===== config.mk =====
export PLATFORM = sky130hd
export DESIGN_NAME = band_feature_object_detector_core
export DESIGN_NICKNAME = d
export VERILOG_FILES = /design/src/hw/rtl/bfod_pkg.sv /design/src/hw/rtl/band_feature_object_detector_core.sv /design/src/hw/rtl/bfod_csr.sv /design/src/hw/rtl/bfod_smoother.sv
export SDC_FILE = /design/constraint.sdc
export NUM_CORES = 2
export LEC_CHECK = 0
export BUFFER_PORTS_ARGS = -buffer_cell sky130_fd_sc_hd__clkbuf_2
export CORE_MARGIN = 2
export CORE_UTILIZATION = 50
export CTS_CLUSTER_SIZE = 8
export DETAILED_ROUTE_END_ITERATION = 6
export MAX_ROUTING_LAYER = met4
export PLACE_DENSITY = 0.75
export SLEW_MARGIN = 15
export SYNTH_ARGS = -nofsm -noshare
export SYNTH_HDL_FRONTEND = slang
export SYNTH_SLANG_ARGS = --single-unit

===== constraint.sdc =====
create_clock -name clock -period 15.9 [get_ports clock]
set_input_delay 0.795 -clock clock [delete_from_list [all_inputs] [get_ports clock]]
set_output_delay 0.795 -clock clock [all_outputs]
set_load 0.05 [all_outputs]

===== src/hw/rtl/bfod_pkg.sv =====
// Shared types, constants and register indexes of the band feature object detector.
`timescale 1ns / 1ps
`default_nettype none

package bfod_pkg;

   localparam int CHANNELS_DEFAULT  = 8;
   localparam int FRAC_BITS_DEFAULT = 16;

   localparam int CHANNEL_W = 3;
   localparam int SAMPLE_W  = 12;
   localparam int FEATURE_W = 28;
   localparam int COEFF_W   = 17;
   localparam int TICKS_W   = 16;
   localparam int CONTROL_W = 9;
   localparam int CSR_IDX_W = 3;
   localparam int CSR_DATA_W = 28;
   localparam int TIMER_W   = TICKS_W + 1;
   localparam int ENABLE_W  = 8;
   localparam int SKIP_BIT  = 8;

   localparam logic [COEFF_W-1:0]   LOWPASS_COEFF_RESET    = 17'd655;
   localparam logic [COEFF_W-1:0]   HIGHPASS_COEFF_RESET   = 17'd1966;
   localparam logic [COEFF_W-1:0]   FEATURE_COEFF_RESET    = 17'd1966;
   localparam logic [FEATURE_W-1:0] DETECT_THRESHOLD_RESET = 28'd458752;
   localparam logic [TICKS_W-1:0]   DELAY_TICKS_RESET      = 16'd0;
   localparam logic [TICKS_W-1:0]   DURATION_TICKS_RESET   = 16'd100;
   localparam logic [TICKS_W-1:0]   BLIND_TICKS_RESET      = 16'd1000;
   localparam logic [CONTROL_W-1:0] OUTPUT_CONTROL_RESET   = 9'd0;

   typedef enum logic [CSR_IDX_W-1:0] {
      REG_LOWPASS_COEFF    = 3'd0,
      REG_HIGHPASS_COEFF   = 3'd1,
      REG_FEATURE_COEFF    = 3'd2,
      REG_DETECT_THRESHOLD = 3'd3,
      REG_DELAY_TICKS      = 3'd4,
      REG_DURATION_TICKS   = 3'd5,
      REG_BLIND_TICKS      = 3'd6,
      REG_OUTPUT_CONTROL   = 3'd7
   } csr_index_type;

   typedef struct packed {
      logic [CHANNEL_W-1:0] channel;
      logic [SAMPLE_W-1:0]  sample;
   } req_payload_type;

   typedef struct packed {
      logic [CHANNEL_W-1:0] out_channel;
      logic [FEATURE_W-1:0] feature;
      logic                 detected;
      logic                 pin_level;
   } rsp_payload_type;

   typedef struct packed {
      logic [COEFF_W-1:0]   lowpass_coeff;
      logic [COEFF_W-1:0]   highpass_coeff;
      logic [COEFF_W-1:0]   feature_coeff;
      logic [FEATURE_W-1:0] detect_threshold;
      logic [TICKS_W-1:0]   delay_ticks;
      logic [TICKS_W-1:0]   duration_ticks;
      logic [TICKS_W-1:0]   blind_ticks;
      logic [CONTROL_W-1:0] output_control;
      logic                 skip_clear;
   } cfg_type;

endpackage

`default_nettype wire


===== src/hw/rtl/band_feature_object_detector_core.sv =====
// Top level of the band feature object detector: sequencer, channel state and timers.
`timescale 1ns / 1ps
`default_nettype none

// Channel   Direction  Handshake              Payload
// req_      in         req_valid / req_stall  channel, sample
// rsp_      out        rsp_valid / rsp_stall  out_channel, feature, detected, pin_level
// csr_      in         csr_write_enable       csr_index, csr_write_data
//
// A request is taken only while the sequencer is idle; req_stall is high otherwise.
// Each request makes three filter passes through the single shared multiply-add
// smoother (none for a channel at or above CHANNELS), then a done step for detection
// and timers that waits while the response register stays full; only then does the
// sequencer return to idle. A new request may be accepted while the previous response
// still waits on rsp_stall. Synchronous reset clears every filter, blind counter, parity,
// pin and the response valid flag, and marks the delay and duration timers idle.

module band_feature_object_detector_core
   import bfod_pkg::*;
#(
   parameter int CHANNELS  = CHANNELS_DEFAULT,
   parameter int FRAC_BITS = FRAC_BITS_DEFAULT
)(
   input  wire logic                  clock,
   input  wire logic                  reset,
   input  wire logic                  req_valid,
   output logic                       req_stall,
   input  wire req_payload_type       req_payload,
   output logic                       rsp_valid,
   input  wire logic                  rsp_stall,
   output rsp_payload_type            rsp_payload,
   input  wire logic                  csr_write_enable,
   input  wire logic [CSR_IDX_W-1:0]  csr_index,
   input  wire logic [CSR_DATA_W-1:0] csr_write_data
);

   localparam int VAL_W = SAMPLE_W + FRAC_BITS;
   localparam int CH_W  = (CHANNELS > 1) ? $clog2(CHANNELS) : 1;
   localparam int CMP_W = (VAL_W > FEATURE_W) ? VAL_W : FEATURE_W;

   typedef enum logic [2:0] {
      S_IDLE,
      S_LOWPASS,
      S_BASELINE,
      S_FEATURE,
      S_DONE
   } state_type;

   cfg_type cfg;

   bfod_csr u_csr (
      .clock            (clock),
      .reset            (reset),
      .csr_write_enable (csr_write_enable),
      .csr_index        (csr_index),
      .csr_write_data   (csr_write_data),
      .cfg              (cfg)
   );

   state_type             state_ff;
   logic [CHANNEL_W-1:0]  channel_ff;
   logic [SAMPLE_W-1:0]   sample_ff;
   logic                  present_ff;
   logic [VAL_W-1:0]      lowpass_new_ff;
   logic                  rsp_valid_ff;
   rsp_payload_type       rsp_payload_ff;

   // Per-channel state, each entry read at the current channel only.
   logic [VAL_W-1:0]      lowpass_ff  [CHANNELS];
   logic [VAL_W-1:0]      baseline_ff [CHANNELS];
   logic [VAL_W-1:0]      feature_ff  [CHANNELS];
   logic [TICKS_W-1:0]    blind_ff    [CHANNELS];
   logic [TIMER_W-1:0]    delay_ff    [CHANNELS];
   logic [TIMER_W-1:0]    duration_ff [CHANNELS];
   logic                  parity_ff   [CHANNELS];
   logic                  pin_ff      [CHANNELS];

   logic [CH_W-1:0]       ch_idx;
   logic                  req_present;
   logic                  accept;
   logic                  out_free;
   logic                  rsp_load;

   logic                  filt_enable;
   logic [COEFF_W-1:0]    filt_coeff;
   logic [VAL_W-1:0]      filt_x;
   logic [VAL_W-1:0]      filt_y;
   logic [VAL_W-1:0]      filt_result;
   logic [VAL_W-1:0]      band;

   logic [TICKS_W-1:0]    blind_dec;
   logic                  detect;
   logic                  arm;
   logic [TICKS_W-1:0]    blind_in;
   logic                  parity_in;
   logic [TIMER_W-1:0]    delay_armed;
   logic [TIMER_W-1:0]    delay_in;
   logic [TIMER_W-1:0]    duration_loaded;
   logic [TIMER_W-1:0]    duration_in;
   logic                  pin_raised;
   logic                  pin_in;
   logic [ENABLE_W-1:0]   trigger_enable;

   assign ch_idx      = CH_W'(channel_ff);
   assign req_present = ({{(32 - CHANNEL_W){1'b0}}, req_payload.channel} < 32'(CHANNELS));
   assign req_stall   = (state_ff != S_IDLE);
   assign accept      = req_valid && !req_stall;
   assign out_free    = !rsp_valid_ff || !rsp_stall;
   assign rsp_load    = (state_ff == S_DONE) && out_free;

   // Operand selection for the shared smoother.
   always_comb begin
      band = (lowpass_new_ff >= filt_result) ? (lowpass_new_ff - filt_result)
                                             : (filt_result - lowpass_new_ff);
      filt_enable = 1'b0;
      filt_coeff  = cfg.lowpass_coeff;
      filt_x      = {sample_ff, {FRAC_BITS{1'b0}}};
      filt_y      = lowpass_ff[ch_idx];
      case (state_ff)
         S_LOWPASS: begin
            filt_enable = 1'b1;
         end
         S_BASELINE: begin
            filt_enable = 1'b1;
            filt_coeff  = cfg.highpass_coeff;
            filt_x      = filt_result;
            filt_y      = baseline_ff[ch_idx];
         end
         S_FEATURE: begin
            filt_enable = 1'b1;
            filt_coeff  = cfg.feature_coeff;
            filt_x      = band;
            filt_y      = feature_ff[ch_idx];
         end
         default: begin
         end
      endcase
   end

   bfod_smoother #(
      .FRAC_BITS (FRAC_BITS)
   ) u_smoother (
      .clock    (clock),
      .enable   (filt_enable),
      .coeff    (filt_coeff),
      .x_value  (filt_x),
      .y_value  (filt_y),
      .result   (filt_result)
   );

   // Detection and timers, evaluated in the final state when the new feature is in
   // the smoother's result register. A detection re-arms the delay first, then the
   // delay timer is served, then the duration timer, all on the same sample.
   always_comb begin
      trigger_enable = cfg.output_control[ENABLE_W-1:0];
      blind_dec = (blind_ff[ch_idx] != '0) ? (blind_ff[ch_idx] - TICKS_W'(1))
                                           : blind_ff[ch_idx];
      detect    = (CMP_W'(filt_result) > CMP_W'(cfg.detect_threshold))
                  && (blind_dec == '0);
      blind_in  = detect ? cfg.blind_ticks : blind_dec;

      arm       = 1'b1;
      parity_in = parity_ff[ch_idx];
      if (detect && cfg.output_control[SKIP_BIT]) begin
         arm       = !parity_ff[ch_idx];
         parity_in = !parity_ff[ch_idx];
      end

      delay_armed = (detect && arm && trigger_enable[channel_ff])
                    ? {1'b0, cfg.delay_ticks} : delay_ff[ch_idx];

      // A set top bit marks an idle timer.
      pin_raised      = pin_ff[ch_idx];
      duration_loaded = duration_ff[ch_idx];
      delay_in        = delay_armed;
      if (!delay_armed[TIMER_W-1]) begin
         if (delay_armed == '0) begin
            pin_raised      = 1'b1;
            duration_loaded = {1'b0, cfg.duration_ticks};
         end
         delay_in = delay_armed - TIMER_W'(1);
      end

      pin_in      = pin_raised;
      duration_in = duration_loaded;
      if (!duration_loaded[TIMER_W-1]) begin
         if (duration_loaded == '0) begin
            pin_in = 1'b0;
         end
         duration_in = duration_loaded - TIMER_W'(1);
      end
   end

   always_ff @(posedge clock) begin
      if (reset) begin
         state_ff     <= S_IDLE;
         rsp_valid_ff <= 1'b0;
         for (int i = 0; i < CHANNELS; i++) begin
            lowpass_ff[i]  <= '0;
            baseline_ff[i] <= '0;
            feature_ff[i]  <= '0;
            blind_ff[i]    <= '0;
            delay_ff[i]    <= '1;
            duration_ff[i] <= '1;
            parity_ff[i]   <= 1'b0;
            pin_ff[i]      <= 1'b0;
         end
      end else begin
         if (cfg.skip_clear) begin
            for (int i = 0; i < CHANNELS; i++) begin
               parity_ff[i] <= 1'b0;
            end
         end

         // The response register fills when the final state completes and empties
         // once its contents have been taken.
         if (rsp_load) begin
            rsp_valid_ff <= 1'b1;
         end else if (!rsp_stall) begin
            rsp_valid_ff <= 1'b0;
         end

         case (state_ff)
            S_IDLE: begin
               if (accept) begin
                  channel_ff <= req_payload.channel;
                  sample_ff  <= req_payload.sample;
                  present_ff <= req_present;
                  state_ff   <= req_present ? S_LOWPASS : S_DONE;
               end
            end
            S_LOWPASS: begin
               state_ff <= S_BASELINE;
            end
            S_BASELINE: begin
               lowpass_new_ff     <= filt_result;
               lowpass_ff[ch_idx] <= filt_result;
               state_ff           <= S_FEATURE;
            end
            S_FEATURE: begin
               baseline_ff[ch_idx] <= filt_result;
               state_ff            <= S_DONE;
            end
            S_DONE: begin
               if (out_free) begin
                  rsp_payload_ff.out_channel <= channel_ff;
                  if (present_ff) begin
                     rsp_payload_ff.feature   <= FEATURE_W'(filt_result);
                     rsp_payload_ff.detected  <= detect;
                     rsp_payload_ff.pin_level <= pin_in;
                     feature_ff[ch_idx]       <= filt_result;
                     blind_ff[ch_idx]         <= blind_in;
                     delay_ff[ch_idx]         <= delay_in;
                     duration_ff[ch_idx]      <= duration_in;
                     parity_ff[ch_idx]        <= parity_in;
                     pin_ff[ch_idx]           <= pin_in;
                  end else begin
                     rsp_payload_ff.feature   <= '0;
                     rsp_payload_ff.detected  <= 1'b0;
                     rsp_payload_ff.pin_level <= 1'b0;
                  end
                  state_ff <= S_IDLE;
               end
            end
            default: begin
               state_ff <= S_IDLE;
            end
         endcase
      end
   end

   assign rsp_valid   = rsp_valid_ff;
   assign rsp_payload = rsp_payload_ff;

endmodule

`default_nettype wire


===== src/hw/rtl/bfod_csr.sv =====
// Configuration register bank of the band feature object detector.
`timescale 1ns / 1ps
`default_nettype none

module bfod_csr
   import bfod_pkg::*;
(
   input  wire logic                  clock,
   input  wire logic                  reset,
   input  wire logic                  csr_write_enable,
   input  wire logic [CSR_IDX_W-1:0]  csr_index,
   input  wire logic [CSR_DATA_W-1:0] csr_write_data,
   output cfg_type                    cfg
);

   cfg_type regs_ff;

   always_ff @(posedge clock) begin
      if (reset) begin
         regs_ff.lowpass_coeff    <= LOWPASS_COEFF_RESET;
         regs_ff.highpass_coeff   <= HIGHPASS_COEFF_RESET;
         regs_ff.feature_coeff    <= FEATURE_COEFF_RESET;
         regs_ff.detect_threshold <= DETECT_THRESHOLD_RESET;
         regs_ff.delay_ticks      <= DELAY_TICKS_RESET;
         regs_ff.duration_ticks   <= DURATION_TICKS_RESET;
         regs_ff.blind_ticks      <= BLIND_TICKS_RESET;
         regs_ff.output_control   <= OUTPUT_CONTROL_RESET;
         regs_ff.skip_clear       <= 1'b0;
      end else if (csr_write_enable) begin
         case (csr_index_type'(csr_index))
            REG_LOWPASS_COEFF: begin
               regs_ff.lowpass_coeff <= csr_write_data[COEFF_W-1:0];
            end
            REG_HIGHPASS_COEFF: begin
               regs_ff.highpass_coeff <= csr_write_data[COEFF_W-1:0];
            end
            REG_FEATURE_COEFF: begin
               regs_ff.feature_coeff <= csr_write_data[COEFF_W-1:0];
            end
            REG_DETECT_THRESHOLD: begin
               regs_ff.detect_threshold <= csr_write_data[FEATURE_W-1:0];
            end
            REG_DELAY_TICKS: begin
               regs_ff.delay_ticks <= csr_write_data[TICKS_W-1:0];
            end
            REG_DURATION_TICKS: begin
               regs_ff.duration_ticks <= csr_write_data[TICKS_W-1:0];
            end
            REG_BLIND_TICKS: begin
               regs_ff.blind_ticks <= csr_write_data[TICKS_W-1:0];
            end
            REG_OUTPUT_CONTROL: begin
               regs_ff.output_control <= csr_write_data[CONTROL_W-1:0];
            end
            default: begin
            end
         endcase
      end
   end

   // The skip parity clear acts on the same edge as the write itself.
   always_comb begin
      cfg            = regs_ff;
      cfg.skip_clear = csr_write_enable
                       && (csr_index_type'(csr_index) == REG_OUTPUT_CONTROL)
                       && csr_write_data[SKIP_BIT];
   end

endmodule

`default_nettype wire


===== src/hw/rtl/bfod_smoother.sv =====
// Shared first-order smoothing unit: y' = y + c*(x - y), rounded half up, registered.
`timescale 1ns / 1ps
`default_nettype none

module bfod_smoother
   import bfod_pkg::*;
#(
   parameter int FRAC_BITS = FRAC_BITS_DEFAULT
)(
   input  wire logic                         clock,
   input  wire logic                         enable,
   input  wire logic [COEFF_W-1:0]           coeff,
   input  wire logic [SAMPLE_W+FRAC_BITS-1:0] x_value,
   input  wire logic [SAMPLE_W+FRAC_BITS-1:0] y_value,
   output logic      [SAMPLE_W+FRAC_BITS-1:0] result
);

   localparam int VAL_W  = SAMPLE_W + FRAC_BITS;
   localparam int C_W    = FRAC_BITS + 1;
   localparam int CE_W   = (C_W > COEFF_W) ? C_W : COEFF_W;
   localparam int D_W    = VAL_W + 1;
   localparam int P_W    = C_W + 1 + D_W;
   localparam int ACC_W  = P_W + 1;

   logic [CE_W-1:0]         coeff_ext;
   logic [CE_W-1:0]         one_ext;
   logic [CE_W-1:0]         coeff_clamped;
   logic [C_W-1:0]          c_use;
   logic signed [D_W-1:0]   diff;
   logic signed [P_W-1:0]   product;
   logic signed [ACC_W-1:0] acc;
   logic [VAL_W-1:0]        result_in;
   logic [VAL_W-1:0]        result_ff;

   always_comb begin
      coeff_ext     = CE_W'(coeff);
      one_ext       = CE_W'(1) << FRAC_BITS;
      // A factor above one is taken as exactly one.
      coeff_clamped = (coeff_ext > one_ext) ? one_ext : coeff_ext;
      c_use         = C_W'(coeff_clamped);
      diff          = $signed({1'b0, x_value}) - $signed({1'b0, y_value});
      product       = $signed({1'b0, c_use}) * diff;
      acc           = $signed({{(ACC_W - VAL_W - FRAC_BITS){1'b0}}, y_value,
                               {FRAC_BITS{1'b0}}})
                      + $signed({{(ACC_W - P_W){product[P_W-1]}}, product})
                      + $signed(ACC_W'(1) << (FRAC_BITS - 1));
      result_in     = acc[FRAC_BITS +: VAL_W];
   end

   always_ff @(posedge clock) begin
      if (enable) begin
         result_ff <= result_in;
      end
   end

   assign result = result_ff;

endmodule

`default_nettype wire

======== Yosys cells after proc, flatten, opt, wreduce, memory -nomap -nowiden ========
Memory sizes are Yosys's and may differ from the RTL's. A register that Yosys moved wholly into a read port is not among the register bits.
Cells that the tools add are included.
Widths: inputs -> output; s select.
storage, ports and cells
  register bits ........................... 244
  memory bits (writable) .................. 1088
  bits of input ports ..................... 51
  output and inout port bits .............. 35
  logic and storage cells ................. 180
  memories ................................ 8
operators by class
  $add $sub $neg .......................... 8
  multipliers ............................. 1
  order comparisons ....................... 4
  equal/unequal tests ..................... 14
  multiplexer cells ....................... 78
  bitwise operators ....................... 9
  reductions and logical operators ........ 40
memory list
  memory           words  width  rd ports  clocked after memory_dff  wr ports  RTL line                                 source
  baseline_ff      8      28     1         1                         8         band_feature_object_detector_core.sv:70  logic [VAL_W-1:0] baseline_ff [CHANNELS];
  feature_ff       8      28     1         1                         8         band_feature_object_detector_core.sv:71  logic [VAL_W-1:0] feature_ff [CHANNELS];
  lowpass_ff       8      28     1         1                         8         band_feature_object_detector_core.sv:69  logic [VAL_W-1:0] lowpass_ff [CHANNELS];
  delay_ff         8      17     1         1                         8         band_feature_object_detector_core.sv:73  logic [TIMER_W-1:0] delay_ff [CHANNELS];
  duration_ff      8      17     1         1                         8         band_feature_object_detector_core.sv:74  logic [TIMER_W-1:0] duration_ff [CHANNELS];
  blind_ff         8      16     1         1                         8         band_feature_object_detector_core.sv:72  logic [TICKS_W-1:0] blind_ff [CHANNELS];
  2 more memories  -      -      -         -                         -         -
operators by type and width
  operator                number
  $mux 17                 8
  $mux 28                 4
  $pmux 28 s2             2
  $reduce_or 28->1        3
  $sub 28x28->28          2
  $mux 3                  17
  $mux 16                 3
  $add 44x17->44 const B  1
  $add 44x44->44          1
  $mul 18x29->44          1
  $mux 1                  41
  $logic_not 17->1        2
  $pmux 17 s2             1
  $reduce_or 17->1        2
  $sub 17x1->17 const B   2
  $sub 28x28->29          1
  $ge 28x28->1            1
  $gt 28x28->1            1
  $reduce_and 2->1        10
  $gt 17x17->1 const B    1
  $logic_not 16->1        1
  $reduce_bool 16->1      1
  $reduce_or 16->1        1
  $sub 16x1->16 const B   1
  18 further kinds        46

======== Logic depth before layout (Yosys ltp) ========
  depth after elaboration ................. 16
  mapped depth ............................ 56

======== By module ========
A second synthesis with hierarchy kept.
unflattened totals
  cell total of the unflattened synthesis .. 7119
  area, all modules ....................... 82714.3 um2
by module, submodules not included
  module                             times used  cells each  area an instance (um2)  sequential area each (um2)
  band_feature_object_detector_core  1           4377        57812.9                 35093.7
  bfod_smoother                      1           2240        19503.7                 840.8
  bfod_csr                           1           502         5397.7                  2722.6

======== Worst setup path after synthesis ========
OpenSTA, ideal clock, no wires.
  kind .................................... reg2reg
  start point ............................. register with a tool-made name
  end point ............................... register u_smoother.result_ff[26] (netlist: u_smoother.result[26]) (data pin)
  library setup time ...................... 0.268 ns
  arrival time ............................ 12.752 ns
  data required time ...................... 15.632 ns
  path slack .............................. 2.879 ns
  stages on the path, launching flop included .. 52
  path buffers ............................ 11
  cells stage by stage .................... dfxtp_1 -> buf_4 -> buf_2 -> buf_4 -> buf_2 -> buf_2 -> buf_2 -> buf_2 -> buf_2 -> buf_1 -> clkbuf_1 -> clkbuf_1 -> mux4_2 -> mux2i_1 -> o22a_1 -> o21ai_0 -> ha_1 -> fa_1 -> (+16 left out) -> fa_1 -> inv_1 -> fa_1 -> inv_1 -> ha_1 -> a21o_1 -> a21o_1 -> a21o_1 -> a21o_1 -> a21o_1 -> or2_2 -> o31a_1 -> o41ai_1 -> o211ai_1 -> o41a_1 -> a21oi_1 -> nand2b_1 -> a221oi_1
RTL lines
  element               RTL line             source
  to (signal assigned)  bfod_smoother.sv:52  result_ff <= result_in;
  to (decl)             bfod_smoother.sv:33  logic [VAL_W-1:0] result_ff;

======== Worst setup path in the final report ========
  start point ............................. register u_smoother.result_ff[1] (netlist: u_smoother.result[1])
  end point ............................... register u_smoother.result_ff[26] (netlist: u_smoother.result[26]) (data pin)
between the ends
  cells in the longest elaborated chain, start to end .. 7
  elaborated cells on any way between the ends .. 9
  classes of those cells .................. add/sub (5); mul (1); order compare (1); mux (2)
ends and longest elaborated chain
  element                                 RTL line                                  source
  $sub 28x28->28 (tied with other cells)  band_feature_object_detector_core.sv:114  : (filt_result - lowpass_new_ff);
  $mux 28                                 band_feature_object_detector_core.sv:113  band = (lowpass_new_ff >= filt_result) ? (lowpass_new_ff - filt_result)
  $pmux 28 s2 (*)                         band_feature_object_detector_core.sv:119  case (state_ff)
  $sub 28x28->29 (*)                      bfod_smoother.sv:41                       diff = $signed({1'b0, x_value}) - $signed({1'b0, y_value});
  $mul 18x29->44 (*)                      bfod_smoother.sv:42                       product = $signed({1'b0, c_use}) * diff;
  $add 44x44->44 (*)                      bfod_smoother.sv:45                       + $signed({{(ACC_W - P_W){product[P_W-1]}}, product})
  $add 44x17->44 (*)                      bfod_smoother.sv:46                       + $signed(ACC_W'(1) << (FRAC_BITS - 1));
  via u_smoother.acc[42]                  bfod_smoother.sv:31                       logic signed [ACC_W-1:0] acc;
Mark *: on every way through the listed nets, which the timed path passes. The rest lies on a longest branch.
A chain may end at the register's enable or synchronous reset.

==> results.txt <==
The detail route stage leaves a number of antenna-violating nets equal to 0. The area enclosed by the die boundary came out at 165000 um2. The overall routing resource usage is 31.81%. The count of final hold-check violations is 0. For this design, the slowest cell found on the critical path is sky130_fd_sc_hd__o41ai_1. The number of global-route vias before repair is 58390. After Yosys synthesis, and, or, nand and nor cells account for 13.72% of the synthesized area. The count of nets after finishing is 7784. The mean area per synthesized cell is 11.42 um2. The routed design could run at a clock period as short as 14.78 ns. Using the TritonRoute via totals, the vias-per-cell ratio works out to 6.265. The total number of H-tree levels came out at 4. After the first detailed-routing iteration, the DRC count stood at 7452. The cell family contributing the most delay on the critical path is compound AO/OA/AOI/OAI gates. The relative slew slack came out at 12.23%. The initial antenna violation count is 15. Clock-pin slew was measured on the worst setup and hold paths at 0.05 ns. On the worst path, the slowest cell contributes a delay of 0.89 ns.

Across the routed clock network, the largest skew measured is 0.08094 ns. The TritonCTS buffer count came out at 185. The area share of the leading cell type in the synthesized netlist is 44.24%. The deepest clock path buffer count is 3.

The compound-gate portion of the synthesized area came out at 5.266%. The largest total area in the synthesized netlist belongs to sky130_fd_sc_hd__edfxtp_1. The I/O pin count came out at 86.

The area of the placeable core came out at 160600 um2. The congestion estimate from routability-driven global placement came to 1.016. Synthesis produced a netlist with a net count of 7848. The data required time at the worst endpoint came out at 16.47 ns. The worst path uses 92.94% of the clock period. The count of cell types in the netlist is 88. The number of optimization iterations in the first detailed-route pass is 7.

The total placed cells including tap cells came out at 8994. The number of placement rows is 147. The sequential element share of the synthesized area is 47.78%.

The worst setup path is launched from a flip-flop. The xor and xnor fraction of the mapped netlist area came out at 1.775%. Yosys printed 0 warnings. By startpoint and endpoint, the worst setup path is classified as reg2reg. The main combinational cell family by area after synthesis is adder cells. The run finished, with violations left.

For the worst-skew pair, the clock arrives at the later sink with an insertion delay of 0.85 ns. The post-synthesis to final-layout area growth is 10.13%. The number of hold buffers added after cts is 0.

Among all flip-flop cells after synthesis, the most frequent one is sky130_fd_sc_hd__edfxtp_1. Yosys mapped a number of flops with a built-in enable equal to 1192. The via count is 58070. After synthesis the netlist holds a flip-flop and latch count of 1335. Of all nets on the critical path, the largest fanout is 25. Leaving out filler cells and counting taps, the final layout contains 9269.

The synthesized-area fraction occupied by adder cells came out at 15.51%. The vertical extent of the die is 406.2 um. The sum of routed wire length over all layers is 253300 um. The worst slack on hold paths is 0.1429 ns. The share of synthesized registers carrying an async set or reset came out at 0%. The max-slew violation count came out at 0. The highest clock rate is 0.06767 GHz. The residual DRC count is 1. The number of buffers and inverters on the critical path is 6. CTS placed an instance of sky130_fd_sc_hd__clkbuf_16 at the clock tree root. Of the post-synthesis cell area, the part taken by muxes is 10.09%. The post-cts sizing count came out at 0. CTS saw 1335 sinks. Setup repair after global routing left no endpoint under its margin.

The worst setup path is captured at a flip-flop. The final reports fail on DRC. For this configuration, the core starts out at a cell density of 50.38%.

The final core area utilization came out at 55.49%. The mean routed wirelength per cell is 27.33 um. The final setup violation count came out at 0. The HPWL reported at the end of detailed placement is 164800 um. After routing, the total negative slack on setup checks comes to 0 ns.

The width of the die is 406.2 um. The global-route wire length before repair is 375700 um. Summing every instance area after synthesis gives 80900 um2. The actual slew at the worst max-slew pin came out at 1.317 ns. The worst hold path belongs to the class in2reg. TritonCTS built the clock tree.

The setup fix buffers added after clock tree synthesis came out at 0. The number of buffers inserted by port buffering is 85. The max-capacitance violation count is 0.

The cell count after synthesis came out at 7085. The layout cell share with drive strength beyond 1 is 12.74%. Ranked by total cell area, the synthesized netlist is headed by sky130_fd_sc_hd__edfxtp_1 44%, sky130_fd_sc_hd__fa_1 12%, sky130_fd_sc_hd__mux4_2 7.5%. By instance count, the cell type seen most on the critical path is sky130_fd_sc_hd__fa_1. Entering global routing, the biggest net connects 199 pins. The total global routing overflow came out at 0. The worst endpoint data arrival time is 15.35 ns.
[kinds of logic after synthesis]
| kind of cell | Yosys count |
|---|---|
| adder cells (fa/ha/maj) | 712 |
| AND/OR/NAND/NOR | 2475 |
| XOR/XNOR | 164 |
| flip-flops | 1335 |
| AO/OA/AOI/OAI | 699 |
| buffers and inverters | 1236 |
| multiplexers | 464 |
[final cells by class]
type	instances	area (um2)
tap	2160	2703
clock inverter	15	362.8
inverter	738	2771
antenna	11	27.53
multi-input combinational	4514	37950
fill	13050	71470
sequential	1335	38670
timing repair buffer	247	1714
clock buffer	249	4901
[worst paths after layout]
kind                         from               endpoint  slack, ns  depth (start not counted)
min                req_payload[8]           sample_ff[8]       0.14                          1
min reg2reg        u_csr.cfg[109]         u_csr.cfg[109]       0.45                          2
max reg2reg  u_smoother.result[1]  u_smoother.result[26]       1.12                         47
max          u_smoother.result[1]  u_smoother.result[26]       1.12                         47
[routing by layer]
layer  global-route usage (%)  up-vias  share of wire [%]
li1                         -    24460                  -
met1                    41.46    28850                 36
met2                    47.37     4074                 45
met3                    7.309      695                 13
met4                    15.03        0                5.4
met5                        -        -                  0
[registers in the layout, indices dropped and copies added (netlist names), named ones only]
name	cells
baseline_ff	224
feature_ff	224
lowpass_ff	224
delay_ff	136
duration_ff	136
u_csr.cfg	136
blind_ff	128
rsp_payload	33
lowpass_new_ff	28
u_smoother.result	28
sample_ff	12
parity_ff	8
pin_ff	8
ch_idx	3
state_ff	3
rsp_valid	1
[cell usage after synthesis, types with 48 or more instances]
| cell type | instances |
|---|---|
| sky130_fd_sc_hd__a21o_1 | 67 |
| sky130_fd_sc_hd__a21oi_1 | 295 |
| sky130_fd_sc_hd__and2_1 | 49 |
| sky130_fd_sc_hd__buf_1 | 62 |
| sky130_fd_sc_hd__clkbuf_1 | 385 |
| sky130_fd_sc_hd__dfxtp_1 | 143 |
| sky130_fd_sc_hd__edfxtp_1 | 1192 |
| sky130_fd_sc_hd__fa_1 | 485 |
| sky130_fd_sc_hd__ha_1 | 227 |
| sky130_fd_sc_hd__inv_1 | 721 |
| sky130_fd_sc_hd__mux2i_1 | 142 |
| sky130_fd_sc_hd__mux4_2 | 271 |
| sky130_fd_sc_hd__nand2_1 | 928 |
| sky130_fd_sc_hd__nand2b_1 | 51 |
| sky130_fd_sc_hd__nand3_1 | 64 |
| sky130_fd_sc_hd__nor2_1 | 706 |
| sky130_fd_sc_hd__nor3_1 | 278 |
| sky130_fd_sc_hd__nor4_1 | 233 |
| sky130_fd_sc_hd__o21ai_0 | 112 |
| sky130_fd_sc_hd__o22ai_1 | 48 |
| sky130_fd_sc_hd__xnor2_1 | 103 |
| sky130_fd_sc_hd__xor2_1 | 61 |
[cells in the final DEF (no fill, tap or decap), types with 11 or more instances in the layout]
cell type / n
sky130_fd_sc_hd__buf_4: 157
sky130_fd_sc_hd__ha_1: 227
sky130_fd_sc_hd__clkbuf_16: 186
sky130_fd_sc_hd__clkbuf_1: 62
sky130_fd_sc_hd__nand2_1: 915
sky130_fd_sc_hd__nor2b_1: 34
sky130_fd_sc_hd__o21a_1: 12
sky130_fd_sc_hd__nor4_1: 232
sky130_fd_sc_hd__mux2i_1: 140
sky130_fd_sc_hd__diode_2: 11
sky130_fd_sc_hd__nand2b_1: 49
sky130_fd_sc_hd__mux2_2: 44
sky130_fd_sc_hd__inv_1: 719
sky130_fd_sc_hd__inv_2: 18
sky130_fd_sc_hd__o21ai_0: 98
sky130_fd_sc_hd__fa_1: 485
sky130_fd_sc_hd__dfxtp_1: 140
sky130_fd_sc_hd__o21bai_1: 18
sky130_fd_sc_hd__and3_1: 15
sky130_fd_sc_hd__or3_1: 23
sky130_fd_sc_hd__nor3_1: 275
sky130_fd_sc_hd__xor2_1: 61
sky130_fd_sc_hd__o21ai_1: 15
sky130_fd_sc_hd__mux4_2: 271
sky130_fd_sc_hd__a21o_1: 67
sky130_fd_sc_hd__edfxtp_1: 1192
sky130_fd_sc_hd__a21oi_1: 294
sky130_fd_sc_hd__nor2_1: 692
sky130_fd_sc_hd__clkbuf_2: 84
sky130_fd_sc_hd__or2_2: 20
sky130_fd_sc_hd__o21ai_4: 15
sky130_fd_sc_hd__o22ai_1: 48
sky130_fd_sc_hd__xnor2_1: 103
sky130_fd_sc_hd__nand3_1: 61
sky130_fd_sc_hd__and2_1: 49
sky130_fd_sc_hd__a211oi_1: 13
sky130_fd_sc_hd__o211ai_1: 13
sky130_fd_sc_hd__nand4_1: 29
[per-stage QoR]
step	cell area, um2	setup slack [ns]
5_1_grt	89100	0.2048
2_1_floorplan	80900	2.879
6_report	89100	1.122
4_1_cts	89060	1.020
3_3_place_gp	83780	1.259
3_5_place_dp	83790	1.115
Power is left out: the tool's default activity adds up to more than one toggle a clock period on the data nets, which glitch-free logic cannot reach.
